File: src/rtl/core/sct_pkg.sv
`default_nettype none

package sct_pkg;

    localparam int unsigned TableDepthDefault = 64;

    // Fixed result field widths
    localparam int unsigned PosOutW = 7;

    localparam logic FUNC_COMMIT     = 1'b0;
    localparam logic FUNC_DISCONNECT = 1'b1;

    // Composite key, most significant part first, so a packed compare orders it
    typedef struct packed {
        logic [7:0]  conn_type;
        logic [15:0] own_port;
        logic [15:0] peer_port;
        logic [31:0] peer_addr;
    } t_key;

    typedef struct packed {
        t_key        key;
        logic        connected;
        logic [63:0] last_active;
    } t_entry;

    // Per-operation command broadcast to every cell in the update cycle
    typedef struct packed {
        logic insert;
        logic hit;
        logic connected;
    } t_cell_cmd;

    typedef enum logic {
        ST_IDLE,
        ST_UPDATE
    } t_state;

endpackage

`default_nettype wire

File: src/rtl/core/sct_pos_enc.sv
`default_nettype none

module sct_pos_enc
    import sct_pkg::*;
#(
    parameter int unsigned DEPTH = TableDepthDefault,
    parameter int unsigned IDX_W = $clog2(DEPTH)
) (
    input  wire logic [DEPTH-1:0] i_onehot,
    output logic                  o_any,
    output logic [IDX_W-1:0]      o_index
);

    always_comb begin
        o_index = '0;
        for (int i = 0; i < DEPTH; i++) begin
            if (i_onehot[i]) begin
                o_index = o_index | IDX_W'(i);
            end
        end
    end

    assign o_any = |i_onehot;

endmodule

`default_nettype wire

File: config.mk
export PLATFORM = sky130hd
export DESIGN_NAME = sct_pos_enc
export DESIGN_NICKNAME = d
export VERILOG_FILES = /design/src/rtl/core/sct_pkg.sv /design/src/rtl/core/sct_pos_enc.sv
export SDC_FILE = /design/constraint.sdc
export NUM_CORES = 1
export LEC_CHECK = 0
export ABC_AREA = 1
export BUFFER_PORTS_ARGS = -buffer_cell sky130_fd_sc_hd__buf_2
export CORE_MARGIN = 4
export CORE_UTILIZATION = 31
export DETAILED_ROUTE_END_ITERATION = 7
export GPL_ROUTABILITY_DRIVEN = 0
export GPL_TIMING_DRIVEN = 0
export PLACE_DENSITY = 0.9
export SYNTH_ARGS = -nofsm -noshare
export SYNTH_HDL_FRONTEND = slang
export SYNTH_SLANG_ARGS = --single-unit
File: constraint.sdc
create_clock -name vclk -period 1.29
set_input_delay 0.387 -clock vclk [all_inputs]
set_output_delay 0.387 -clock vclk [all_outputs]
set_load 0.03 [all_outputs]
==> out/results.ini, run 1 <==
[logic_synthesis]
synth-adder-area-share=0
synthSimpleGateAreaFrac=0.9840
synth-compound-area-share=0
netlist_instances=112
netlist_area_um2=470.5
synth_warnings=0
synth_top_area_share=0.5106
synth_cell_types=8
yosys.area.top_type=nor2_1
synthMuxAreaShare=0
synth_top_family_by_area=simple AND/OR/NAND/NOR gates
synthTopCellsByArea=nor2_1 (51%), nand2_1 (20%), nand4_1 (13%)
avgSynthCellArea_um2=4.200
ys_seq_area_frac=0
synthesis.nets=176
synth-xor-area-share=0

[floorplanning]
rows=13
io_pins=71
die_w_um=46.96
initial_utilization=0.3443
die_h_um=46.96

[placement]
place_hpwl_um=1975
dp_slack_ns=-0.3611
io_buffers=71
placed_area_um2=949.7

[timing]
worstEndpointGrtRepair=o_any
worst-ep-kind=output port

[global_routing]
grt_max_degree=4

[run_status]
status=stopped before the end
stop_stage=global routing
first-error=[ERROR DPL-0038] Utilization greater than 100%, impossible to legalize

[clock_network]
cts.hold.buffers_added=0

-- stage by stage --
step | instances | utilization
after CTS | 209 | 0.9277
after global placement | 198 | 0.6951
after floorplan | 112 | -
after detailed placement | 198 | 0.6951
-- cells in the mapped netlist, drive strengths merged --
master and n:
nor3 1, nand3 1, nand2 27, nor2 71, inv 2, nand4 10
-- logic make-up after synthesis --
logic type | count (synthesis)
AND/OR/NAND/NOR | 110
buffers and inverters | 2
-- what timing repair did --
action	CTS
resized for setup	58
endpoints found under the setup margin	7
pin swaps	45
buffers inserted	11
==> inputs of run 2 (changes only) <==
CORE_AREA = 4 4 65 67   (was default)
CORE_MARGIN = default   (was 4)
CORE_UTILIZATION = default   (was 31)
DIE_AREA = 0 0 69 71   (was default)
PLACE_DENSITY = default   (was 0.9)
PLACE_DENSITY_LB_ADDON = 0.15   (was default)
==> run 2 against run 1 <==
Net effect: the flow now finishes, with violations (setup timing); synthesized cell count unchanged; area after synthesis unchanged.
==> out/results.ini, run 2 <==
[run_status]
status=finished, violations left
violations=setup timing

[logic_synthesis]
synth_top_area_share=0.5106  ; unchanged
netlist_instances=112  ; unchanged
synth_cell_types=8  ; unchanged
synthesis.nets=176  ; unchanged
synth_warnings=0  ; unchanged
yosys.area.top_type=nor2_1
synthTopCellsByArea=nor2_1 (51%), nand2_1 (20%), nand4_1 (13%)
netlist_area_um2=470.5  ; unchanged
ys_seq_area_frac=0  ; unchanged
synthTopCellsByCount=nor2_1 (64), nand2_1 (25), nand4_1 (10)
avgSynthCellArea_um2=4.200  ; unchanged
yosysMostFrequentCell=nor2_1

[floorplanning]
die_h_um=71  ; +51%
die_w_um=69  ; +47%
core_area_mm2=0.003633
io_pins=71  ; unchanged
die_area_mm2=0.004899
rows=22  ; +9
initial_utilization=0.1295  ; -0.2148

[timing]
final_hold_viol_count=0
drv_slew=0
worstMarginPinSlew_ns=0.2173
setup_viol=7
fmax_mhz=631.1
fin_crit_sh=1.228
period_needed_ns=1.584
max_slew_margin=0.8540
rsz0062_at_grt=yes
worst_hold_slack_ns=1.186
fin_ws_ns=-0.2945

[global_routing]
first_global_vias=987
overflow=0
grt_first_pass_wirelength_um=4243
antenna_found_initial=0
grt_usage=0.1019
grt_max_degree=4

[setup_path]
cp.arrival_ns=1.20
path_cells=buf_2, nor2_4, buf_4, nand2_1, nor2_1, nand4_1, buf_6
max_stage_delay_ns=0.16
worst-endpoint-required_ns=0.90
cp_max_fo=2
cp_slowest_cell=buf_6
startpoint_type=input port
end_kind=output port
crit_type=input port to output port

[placement]
io_buffers=71  ; unchanged
dp_slack_ns=-0.4505  ; -0.08947 ns
dp_cells=231  ; +17%
place_hpwl_um=2424  ; +23%

[power]
power.switching_uw=134.4
leakagePower_nw=0.5653
seq_power_share=0
power_uw=296.2
switching_share=0.4539
pwr-share-comb=1.000
p_per_area_mw_per_mm2=218.0
p_int_uw=161.8
vdd_ir_drop_max_uv=89.81
p_clk_frac=0

[layout]
drive_gt1_frac=0.6919
mostFrequentLayoutCell=buf_2
finalNonFillerCells=246
post-route-util=0.3740
antenna_cells=0
fillCellCount=442
ff_latch_area_um2=0
clock_buffers=0
area_growth_pct=188.8
layout_common_cells=buf_2 (51), nor2_1 (36), nor2_4 (23)
seq_cell_count=0
final_nets=264

[detailed_routing]
drt-wirelength-per-cell_um=11.04
drt_wl_total_um=2717
drtIter0Drc=9
drc=0
vias=986
first_pass_iters=2
ant_nets=0
avgViaCountPerCell=4.008

[worst_hold_path]
hold_path_class=input port to output port
hold_depth=6

[flow_run]
maxCapViolCount=0

==> run 2: cell counts after synthesis <==
No cell type changed its count.
==> run 2: path summary, 6_finish.rpt <==
check             slack, ns         end          from
hold / removal         1.19  o_index[4]  i_onehot[31]
setup / recovery      -0.29  o_index[2]  i_onehot[46]
==> run 2: through the flow <==
stage / setup TNS [ns] / cell area, µm²
after global placement: -2.227 / 991.0
final: -1.849 / 1359
after floorplan: -0.2900 / 575.6
after global routing: -2.312 / 1359
after CTS: -1.855 / 1146
after detailed placement: -2.199 / 991.0
==> run 2: kinds of logic after synthesis <==
logic type / synth area share
and+or+nand+nor: 0.9840
buffers and inverters: 0.01596
==> run 2: what timing repair did <==
action,CTS,global route
pin swaps,22,27
endpoints found under the hold margin,0,0
resized for setup,34,38
endpoints found under the setup margin,7,7
buffers inserted,5,10
hold buffers,0,0
==> run 2: metal layers <==
layer  vias to the layer above  part of all wire  routed length, µm  track usage
li1                        529                 -                  -            -
met1                       418              0.42               1135       0.1328
met2                        39              0.50               1352       0.1801
met3                         0             0.084                229      0.02557
met4                         0                 0                  0            0
met5                         -                 0                  0            0
==> run 2: critical path: cells and delay by family <==
family        cells  cell delay [ns]
simple gates      4             0.41
buf+inv           3             0.39
==> run 2: cell type report <==
cell class / count / area, µm² / share of cell area
multi-input cells: 110 / 690.7 / 0.5083
repair buffers: 86 / 600.6 / 0.4420
well taps: 48 / 60.06 / 0.04420
inverters: 2 / 7.507 / 0.005525
==> run 2: power groups by stage <==
stage / combinational (mW) / clock (mW) / sequential (mW)
2_1_floorplan: 0.0706 / 0 / 0
3_3_place_gp: 0.216 / 0 / 0
3_5_place_dp: 0.216 / 0 / 0
4_1_cts: 0.246 / 0 / 0
5_1_grt: 0.324 / 0 / 0
6_report: 0.296 / 0 / 0
Power figures use the tool's default switching activity.
==> inputs of run 3 (changes only) <==
BUFFER_PORTS_ARGS = default   (was -buffer_cell sky130_fd_sc_hd__buf_2)
DONT_BUFFER_PORTS = 1   (was default)
==> run 3 against run 2 <==
Net effect: the run still ends with setup timing left; final cell count fell by 33%; critical path type unchanged; flip-flop and latch count did not move; count of clock-buffer cells in the layout did not move; die area did not move; fmax rose by 9.7%; utilization fell by 15 points; critical endpoint is now o_index[3]; wire length fell by 10%; critical path depth fell by 3; non-clock buffer count fell by 81; combinational power fell by 59%; first-iteration DRC count fell by 33%; largest power group unchanged.
==> out/results.ini, run 3 (same netlist as run 2, synthesis figures left out) <==
[detailed_routing]
vias=751  ; -24%
drtIter0Drc=6  ; -3
ant_nets=0  ; unchanged
drc=0  ; unchanged
first_pass_iters=2  ; unchanged
avgViaCountPerCell=4.552  ; +14%
drt-wirelength-per-cell_um=14.76  ; +34%
drt_wl_total_um=2435  ; -10%

[setup_path]
cp.arrival_ns=1.06  ; -0.14 ns
startpoint_type=input port
worst-endpoint-required_ns=0.90  ; about the same
crit_type=input port to output port
end_kind=output port
cp_max_fo=2  ; unchanged

[timing]
max_slew_margin=0.7161  ; -0.1379
fin_ws_ns=-0.1549  ; +0.1396 ns
final_hold_viol_count=0  ; unchanged
setup_viol=7  ; unchanged
rsz0062_at_grt=yes
drv_slew=0  ; unchanged
worst_hold_slack_ns=1.057  ; -0.1288 ns
period_needed_ns=1.445  ; -0.1396 ns
fmax_mhz=692.1  ; +9.7%
worstMarginPinSlew_ns=0.4245  ; +0.2072 ns
fin_crit_sh=1.120  ; -0.1082

[layout]
ff_latch_area_um2=0  ; unchanged
layout_common_cells=nor2_1 (29), nor2_4 (23), nor2_2 (19)
post-route-util=0.2259  ; -0.1481
clock_buffers=0  ; unchanged
antenna_cells=0  ; unchanged
final_nets=183  ; -31%
drive_gt1_frac=0.5556  ; -0.1364
mostFrequentLayoutCell=nor2_1
seq_cell_count=0  ; unchanged
area_growth_pct=74.47

[floorplanning]
rows=22  ; unchanged
die_w_um=69  ; unchanged
die_area_mm2=0.004899  ; unchanged
io_pins=71  ; unchanged
core_area_mm2=0.003633  ; unchanged
initial_utilization=0.1295  ; unchanged
die_h_um=71  ; unchanged

[worst_hold_path]
hold-path-endpoint=o_index[1]
hp-start=i_onehot[27]
hold_depth=4  ; -2
hold_path_class=input port to output port

[placement]
place_hpwl_um=2257  ; -6.9%
dp_slack_ns=-0.2542  ; +0.1963 ns
io_buffers=0  ; -100%

[power]
leakagePower_nw=0.2040  ; -64%
p_per_area_mw_per_mm2=146.1  ; -33%
vdd_ir_drop_max_uv=50.53  ; -44%

[global_routing]
first_global_vias=770  ; -22%
grt_max_degree=4  ; unchanged
grt_usage=0.09104  ; -0.01087
grt_first_pass_wirelength_um=3643  ; -14%
antenna_found_initial=0  ; unchanged
overflow=0  ; unchanged

[flow_run]
maxCapViolCount=0  ; unchanged

[clock_network]
cts.hold.buffers_added=0  ; unchanged

[run_status]
status=finished, violations left
violations=setup timing

-- run 3: cell count changes in the layout (fill, tap and decap cells not counted) --
cell / previous run / this run
buf_2: 51 / 0
buf_4: 14 / 5
buf_6: 20 / 0
buf_8: 1 / 0
inv_2: 1 / 0
inv_4: 0 / 1
nand2_1: 12 / 10
nand2_2: 13 / 15
nor2_1: 36 / 29
nor2_2: 12 / 19
-- run 3: worst max-delay path by stage --
stage / from / endpoint / slack [ns] / depth (start not counted)
CTS: i_onehot[61] / o_index[3] / -0.15 / 4
detailed placement: i_onehot[18] / o_any / -0.25 / 6
global placement: i_onehot[18] / o_any / -0.27 / 6
finish: i_onehot[13] / o_index[3] / -0.15 / 4
global route: i_onehot[31] / o_index[3] / -0.21 / 4
floorplan: i_onehot[57] / o_any / -0.08 / 6
-- run 3: layout make-up --
cell class / count / area, µm²
timing repair buffer: 5 / 37.54
multi-input combinational: 110 / 713.2
fill: 443 / 2813
inverter: 2 / 10.01
tap: 48 / 60.06
-- run 3: timing repair --
action / CTS / global route
cloned: 0 / 0
resized for setup: 29 / 17
pin swaps: 26 / 11
hold endpoints to repair: 0 / 0
setup buffers: 5 / 0
setup endpoints to repair: 7 / 7
-- run 3: per-layer routing --
metal / wire (µm) / GRT usage
met5: 0 / 0
met4: 0 / 0
met3: 250 / 0.02415
met2: 1232 / 0.1642
met1: 952 / 0.1153
-- run 3: power breakdown --
group | total, mW | internal, mW | switching, mW
registers | 0 | 0 | 0
clock network | 0 | 0 | 0
logic | 0.120 | 0.0616 | 0.0582
-- run 3: critical path, cell delays in order --
cell     delay (ns)
nor2_4         0.09
nand2_2        0.09
nor2_4         0.12
nand4_1        0.37
-- run 3: stage by stage --
stage	TNS [ns]	area, µm²	cells	power [mW]
after global placement	-1.346	635.6	160	0.08792
final	-0.8230	820.8	165	0.1199
after global routing	-1.247	820.8	165	0.1343
after CTS	-0.8633	765.7	165	0.1144
after floorplan	-0.2900	575.6	112	0.07059
after detailed placement	-1.382	635.6	160	0.09014
