## src/rtl/core/sct_pkg.sv

```systemverilog
`default_nettype none

package sct_pkg;

    localparam int unsigned TableDepthDefault = 64;

    // Fixed result field widths
    localparam int unsigned PosOutW = 7;

    localparam logic FUNC_COMMIT     = 1'b0;
    localparam logic FUNC_DISCONNECT = 1'b1;

    // Composite key, most significant part first, so a packed compare orders it
    typedef struct packed {
        logic [7:0]  conn_type;
        logic [15:0] own_port;
        logic [15:0] peer_port;
        logic [31:0] peer_addr;
    } t_key;

    typedef struct packed {
        t_key        key;
        logic        connected;
        logic [63:0] last_active;
    } t_entry;

    // Per-operation command broadcast to every cell in the update cycle
    typedef struct packed {
        logic insert;
        logic hit;
        logic connected;
    } t_cell_cmd;

    typedef enum logic {
        ST_IDLE,
        ST_UPDATE
    } t_state;

endpackage

`default_nettype wire

```

## src/rtl/core/sct_cell.sv

```systemverilog
`default_nettype none

module sct_cell
    import sct_pkg::*;
#(
    parameter int unsigned INDEX = 0,
    parameter int unsigned CNT_W = 7
) (
    input  wire logic             i_clk,
    input  wire logic             i_cmp_en,
    input  wire t_key             i_probe,
    input  wire logic [CNT_W-1:0] i_count,
    input  wire t_cell_cmd        i_cmd,
    input  wire t_entry           i_new_entry,
    input  wire logic             i_prev_lt,
    input  wire t_entry           i_prev_entry,
    output logic                  o_lt,
    output logic                  o_eq,
    output logic                  o_boundary,
    output t_entry                o_entry
);

    t_entry r_entry;
    logic   r_lt;
    logic   r_eq;
    logic   w_valid;

    assign w_valid = CNT_W'(INDEX) < i_count;

    // Latch compare flags against the probe at accept
    always_ff @(posedge i_clk) begin
        if (i_cmp_en) begin
            r_lt <= w_valid && (r_entry.key < i_probe);
            r_eq <= w_valid && (r_entry.key == i_probe);
        end
    end

    // First cell at or above the probe key
    assign o_boundary = !r_lt && i_prev_lt;

    always_ff @(posedge i_clk) begin
        if (i_cmd.insert) begin
            if (o_boundary) begin
                r_entry <= i_new_entry;
            end else if (!i_prev_lt) begin
                r_entry <= i_prev_entry;
            end
        end else if (i_cmd.hit && r_eq) begin
            r_entry.connected   <= i_cmd.connected;
            r_entry.last_active <= i_new_entry.last_active;
        end
    end

    assign o_lt    = r_lt;
    assign o_eq    = r_eq;
    assign o_entry = r_entry;

endmodule

`default_nettype wire

```

## config.mk

```make
export PLATFORM = sky130hd
export DESIGN_NAME = sct_cell
export DESIGN_NICKNAME = d
export VERILOG_FILES = /design/src/rtl/core/sct_pkg.sv /design/src/rtl/core/sct_cell.sv
export SDC_FILE = /design/constraint.sdc
export NUM_CORES = 1
export LEC_CHECK = 0
export CAP_MARGIN = 25
export CORE_AREA = 5 5 192 194
export CTS_CLUSTER_DIAMETER = 100
export DETAILED_ROUTE_END_ITERATION = 8
export DIE_AREA = 0 0 197 199
export DONT_BUFFER_PORTS = 1
export GPL_TIMING_DRIVEN = 0
export PLACE_DENSITY_LB_ADDON = 0.1
export SYNTH_ARGS = -nofsm -noshare
export SYNTH_HDL_FRONTEND = slang
export SYNTH_SLANG_ARGS = --single-unit
```

## constraint.sdc

```tcl
create_clock -name i_clk -period 7.1 [get_ports i_clk]
set_input_delay 1.42 -clock i_clk [delete_from_list [all_inputs] [get_ports i_clk]]
set_output_delay 1.42 -clock i_clk [all_outputs]
set_load 0.05 [all_outputs]
```

==> out/summary.md, run 1 <==
Floorplan
- 199 µm — die boundary height
- 22.0% — Starting Density
- 499 — number of top-level design ports
- 197 µm — width of the die
- 69 — floorplan row count
- 35100 µm² — core area
- 39200 µm² — area of the die

Logic synthesis
- 139 — total of flip-flops plus latches after synthesis
- multiplexers — dominant combinational cell family by area after synthesis
- 54.2% — Seq/Total Area, Yosys
- 13.9 µm² — Avg Cell Area, Syn
- 20.0% — fraction of synthesized area in multiplexers
- 985 — Post-Syn Nets
- 7700 µm² — post-synth design cell area
- 0% — xor/xnor share of the synthesized area
- 554 — number of standard cells after synthesis
- 5.46% — simple-gate share of the synthesized area
- 11.7% — share of synthesized cell area in full adder, half adder and majority cells
- 32 — count of different cell masters after synthesis
- 0 — Synth warnings
- 4.42% — synthesized-area fraction occupied by ao, oa, aoi and oai cells

Detailed routing
- 4578 — via count of the routed design
- 0 — antenna viol nets, final
- 102 — Iter 0 DRT Violations
- 4.35 — detail-routed via count per cell
- 26400 µm — routed wire length
- 4 — number of detailed-route iterations in the first pass
- 25.1 µm — post-DR wirelength/cell
- 0 — # DRC

Setup path
- 0.70 ns — largest stage delay on the critical path
- 7 — number of cells traversed by the worst register-to-register path
- o_entry[104] — Crit Reg-Reg Startpoint
- 10 — biggest fanout along the worst timing path
- 2.89 ns — arrival time of data at the critical path endpoint
- input port to output port — critical path type
- 3.87 ns — worst reg-to-reg setup slack
- sky130_fd_sc_hd__clkbuf_1 — Max stage delay cell, worst path
- 5.68 ns — worst endpoint required time
- input port — category of the worst setup path launch point
- nor2b_1 -> clkbuf_1 -> buf_1 -> buf_8 — cell-by-cell trace of the critical path
- output port — Worst Setup End Kind
- o_lt — endpoint of the most critical register-to-register path

Global routing
- 36600 µm — wire length of the first global-routing pass
- 6 — initial antenna violation count
- 36 — largest net degree at the start of global routing
- 5336 — number of global-route vias before repair
- 13.1% — total global-route track usage
- 0 — final global-route overflow total

Clock network
- yes — CTS tree
- 0.06 ns — clk slew on worst S/H paths
- 0.44 ns — insertion delay to the later sink of the worst-skew pair
- 2 — buffer depth of the longest clock path
- 0 — number of gates resized after cts
- sky130_fd_sc_hd__clkbuf_16 — CTS root buf
- 139 — clock tree sinks
- 4 — H-tree depth
- 17 — CTS buffer count
- 0 — Post-CTS Hold Fix Bufs
- 0 — Post-CTS Setup Inserts

STA
- false — RSZ-0062 raised after global routing
- 0.00837 ns — clock tree skew after final layout
- 0 — number of setup violations in the final report
- 232 MHz — fmax
- 60.7% — fraction of the cycle the final worst path needs
- 4.31 ns — final period demand of the worst path
- 0 — total count of hold-check failures in the final report
- 1.02 ns — pin slew with the least headroom to its limit
- 32.3% — remaining max-slew budget at the tightest pin
- 0 ns — setup total negative slack
- 2.79 ns — slack of the critical path
- 0 — Slew Limit Fails

Power and ir drop
- 269 nW/µm² — pwr/cell area
- 3.42 nW — Leakage Power
- 0.155 mV — worst supply voltage drop on vdd

Worst hold path
- 2 — worst hold path stage count
- flip-flop to flip-flop — worst min path class
- o_eq — origin of the worst min-delay path
- o_entry[64] — worst min-delay path endpoint

Cells and area
- 16.4% — post-synthesis to final-layout area growth
- 25.6% — core occupancy in the finished layout
- 8.12% — ratio of cells with drive above 1 in the final layout
- 3679 — filler instances
- 1009 — number of nets in the finished design

Place
- 0 — total of buffers placed on input and output ports
- 2.40 ns — Setup WS pre-CTS
- 0.809 — gp weighted congestion
- 22200 µm — HPWL after DPL

Run status
- finished clean — run status

Run
- 0 — max-cap violations

-- metal layers --
metal  wire length, µm  share of wire [%]  vias to the layer above  track usage [%]
met1              9190                 35                     2111             13.5
met5                21              0.079                        -                0
li1                  -                  -                     2134                -
met2             14200                 54                      309             23.9
met3              2650                 10                       20             5.86
met4               314                1.2                        4             3.60
-- Yosys cell counts, drive strengths merged --
| cell type | n | area share (%) |
|---|---|---|
| a211oi | 6 | 0.58 |
| buf | 6 | 0.29 |
| nor2b | 2 | 0.16 |
| nor2 | 6 | 0.29 |
| mux2i | 1 | 0.13 |
| o21bai | 1 | 0.097 |
| or4 | 2 | 0.29 |
| o211ai | 1 | 0.097 |
| a2111oi | 1 | 0.11 |
| nand2 | 13 | 0.63 |
| a211o | 1 | 0.11 |
| nand4 | 17 | 1.8 |
| o221ai | 1 | 0.11 |
| mux2 | 136 | 20 |
| a21o | 7 | 0.68 |
| nand3 | 12 | 0.78 |
| nor4 | 7 | 1.2 |
| o21ai | 6 | 0.39 |
| clkbuf | 9 | 0.44 |
| or2 | 1 | 0.081 |
| a21oi | 31 | 2.0 |
| inv | 72 | 3.5 |
| nand2b | 1 | 0.081 |
| a221oi | 1 | 0.11 |
| edfxtp | 139 | 54 |
| ha | 72 | 12 |
| nor4b | 1 | 0.11 |
| a21boi | 1 | 0.097 |
-- logic make-up (layout without fill, tap and decap cells) --
logic type	Yosys count	after routing
flops	139	139
mux	137	137
buf+inv	87	124
fa+ha+maj	72	72
simple gates	62	62
compound gates	57	57
other cells	0	1
-- per-stage QoR --
step	instance area [µm²]	power, mW	hold slack, ns	instances
global placement	8280	1.55	1.29	1015
detailed placement	8380	1.55	1.07	1019
CTS	8950	2.47	1.05	1051
finish	8970	2.42	1.09	1053
global route	8970	2.53	1.05	1053
floorplan	7710	1.45	1.16	554
-- layout make-up --
class | count | area, µm² | area share [%]
flip-flops and latches | 139 | 4170 | 46.5
multi-input cells | 328 | 3230 | 36.0
well taps | 461 | 577 | 6.43
clock buffers | 18 | 429 | 4.79
inverters | 72 | 270 | 3.01
clock inverters | 14 | 138 | 1.53
repair buffers | 5 | 95.1 | 1.06
plain buffers | 15 | 56.3 | 0.628
diodes | 1 | 2.50 | 0.0279
-- critical path: cells and delay by family --
family | cells | cell delay (ns)
buf+inv | 3 | 1.27
simple gates | 1 | 0.18
-- registers in the layout, indices dropped and copies added (netlist names) --
register  count
o_lt          1
o_eq          1
o_entry     137
-- report_power, final --
group          leakage, nW  switching, mW  internal (mW)  total, mW
sequential            1.34          0.273          0.999       1.27
clock                0.274          0.397          0.491      0.888
combinational         1.81          0.146          0.110      0.256
-- placed cells by master (no fill, tap or decap), types with 3 or more instances in the layout --
cell type	n
sky130_fd_sc_hd__clkbuf_16	17
sky130_fd_sc_hd__ha_1	72
sky130_fd_sc_hd__nand4_2	3
sky130_fd_sc_hd__clkbuf_1	10
sky130_fd_sc_hd__inv_6	5
sky130_fd_sc_hd__mux2_1	136
sky130_fd_sc_hd__nand3_1	12
sky130_fd_sc_hd__inv_1	72
sky130_fd_sc_hd__buf_12	4
sky130_fd_sc_hd__a211oi_1	6
sky130_fd_sc_hd__a21o_1	7
sky130_fd_sc_hd__buf_1	6
sky130_fd_sc_hd__nor4_2	3
sky130_fd_sc_hd__o21ai_0	6
sky130_fd_sc_hd__a21oi_1	31
sky130_fd_sc_hd__nand2_1	13
sky130_fd_sc_hd__nand4_1	13
sky130_fd_sc_hd__edfxtp_1	139
sky130_fd_sc_hd__nor2_1	6
-- worst max path at each step --
stage               cells past startpoint  slack, ns  startpoint           to
floorplan                               2       1.38    i_cmd[2]   o_entry[0]
global placement                        2      -0.75    i_cmd[2]  o_entry[33]
detailed placement                      3       2.40   i_prev_lt   o_boundary
CTS                                     3       2.40   i_prev_lt   o_boundary
global route                            4       2.70   i_prev_lt   o_boundary
finish                                  4       2.79   i_prev_lt   o_boundary
No activity file was read; power rests on OpenSTA's default activity.
==> run 2: changes to the inputs <==
==> constraint.sdc (replaced) <==
create_clock -name i_clk -period 3.92 [get_ports i_clk]
set_input_delay 0.784 -clock i_clk [delete_from_list [all_inputs] [get_ports i_clk]]
set_output_delay 0.784 -clock i_clk [all_outputs]
set_load 0.05 [all_outputs]
==> run 2 against run 1 <==
Hold slack got worse by 0.61 ns. Sequential share of layout area fell by 0.16 points. Die area did not move. First-iteration DRC count rose by 6.9%.
==> out/summary.md, run 2 (synthesis gave the netlist of run 1 again) <==
Run status
- finished clean — run status

Clock network
- 0 — Post-CTS Setup Inserts
- 0.06 ns — clk slew on worst S/H paths
- 2 — number of gates resized after cts
- 17 — CTS buffer count
- yes — CTS tree
- 139 — clock tree sinks
- 0 — Post-CTS Hold Fix Bufs
- 2 — buffer depth of the longest clock path
- 0.43 ns — insertion delay to the later sink of the worst-skew pair
- sky130_fd_sc_hd__clkbuf_16 — CTS root buf
- 4 — H-tree depth

Floorplan
- 199 µm — die boundary height
- 39200 µm² — area of the die
- 22.0% — Starting Density
- 69 — floorplan row count
- 499 — number of top-level design ports
- 197 µm — width of the die
- 35100 µm² — core area

Place
- 0.823 — gp weighted congestion
- 1020 — DP Cell Count
- 0 — total of buffers placed on input and output ports
- 22000 µm — HPWL after DPL

Setup path
- sky130_fd_sc_hd__clkdlybuf4s15_1 — Max stage delay cell, worst path
- flip-flop to output port — critical path type
- 2.66 ns — arrival time of data at the critical path endpoint
- 3.14 ns — worst endpoint required time
- 10 — biggest fanout along the worst timing path
- output port — Worst Setup End Kind
- 0.85 ns — largest stage delay on the critical path
- flip-flop — category of the worst setup path launch point
- nor2b_1 -> clkbuf_2 -> clkdlybuf4s15_1 — cell-by-cell trace of the critical path

Power and ir drop
- 4.32 mW — Pwr Total
- 3.43 nW — Leakage Power
- 481 nW/µm² — pwr/cell area
- 0.244 mV — worst supply voltage drop on vdd

Cells and area
- sky130_fd_sc_hd__edfxtp_1 — most common library cell in the layout ignoring fill and taps
- 1056 — final std cells w/o fill
- 16.8% — post-synthesis to final-layout area growth
- 137 — Largest register FFs
- sky130_fd_sc_hd__edfxtp_1, sky130_fd_sc_hd__mux2_1, sky130_fd_sc_hd__inv_1, sky130_fd_sc_hd__ha_1, sky130_fd_sc_hd__a21oi_1 — commonest cells after routing, fill and taps aside
- 1010 — number of nets in the finished design
- 3659 — filler instances
- 8.28% — ratio of cells with drive above 1 in the final layout

STA
- 0 — total count of hold-check failures in the final report
- 0 ns — setup total negative slack
- 0.894 ns — pin slew with the least headroom to its limit
- false — RSZ-0062 raised after global routing
- 0 — number of setup violations in the final report
- 87.8% — fraction of the cycle the final worst path needs
- 40.4% — remaining max-slew budget at the tightest pin
- 0.478 ns — final hold slack
- 291 MHz — fmax
- 3.44 ns — final period demand of the worst path
- 0 — Slew Limit Fails
- 0.0126 ns — clock tree skew after final layout

Detailed routing
- 0 — # DRC
- 4561 — via count of the routed design
- 4 — number of detailed-route iterations in the first pass
- 0 — antenna viol nets, final
- 26100 µm — routed wire length
- 109 — Iter 0 DRT Violations
- 24.7 µm — post-DR wirelength/cell
- 4.32 — detail-routed via count per cell

Run
- 0 — max-cap violations

Global routing
- 35900 µm — wire length of the first global-routing pass
- 23.4% — met2 layer usage reported by global route
- 5411 — number of global-route vias before repair
- 12.7% — total global-route track usage
- 34 — largest net degree at the start of global routing
- 13.1% — met1 track utilization from global routing
- met2 — most utilized layer in the global route result
- 2 — initial antenna violation count
- 0 — final global-route overflow total
- 5.71% — met3 layer usage reported by global route

Worst hold path
- input port to flip-flop — worst min path class

run 2: final cells by class:
type	instances	area (µm²)	area share (%)
diodes	3	7.51	0.0834
plain buffers	15	63.8	0.709
clock buffers	19	433	4.81
clock inverters	13	118	1.31
inverters	72	270	3.00
multi-input cells	328	3230	35.8
flip-flops and latches	139	4170	46.4
well taps	461	577	6.41
repair buffers	6	130	1.45
run 2: final timing paths:
check,start,to,slack (ns),cells after the start
worst min register to register,o_eq,o_entry[64],1.11,2
worst max-delay path,o_lt,o_boundary,0.48,3
worst max register to register,o_entry[135],o_lt,0.68,7
worst min-delay path,i_cmp_en,o_lt,0.48,0
run 2: per-stage QoR:
step                      util [%]  worst slack [ns]  instance area (µm²)
after CTS                     25.6             0.323                 8980
final                         25.7             0.479                 9000
after global placement        23.7            -0.981                 8300
after floorplan                  -             0.385                 7720
after global routing          25.7             0.271                 9000
after detailed placement      24.0             0.428                 8420
run 2: layer usage:
metal,part of all wire (%),wire length (µm),vias to the layer above
met5,0,0,-
met4,0.99,258,0
met3,9.8,2560,9
met2,54,14100,306
met1,35,9140,2107
li1,-,-,2139
run 2: critical path: cells and delay by family, from the launching register on:
kind / cells / cell delay, ns
buf+inv: 2 / 1.26
flops: 1 / 0.69
simple gates: 1 / 0.29
run 2: power by group:
group	internal [mW]	total, mW	switching [mW]
registers	1.81	2.30	0.495
clock network	0.875	1.55	0.677
logic	0.204	0.469	0.265
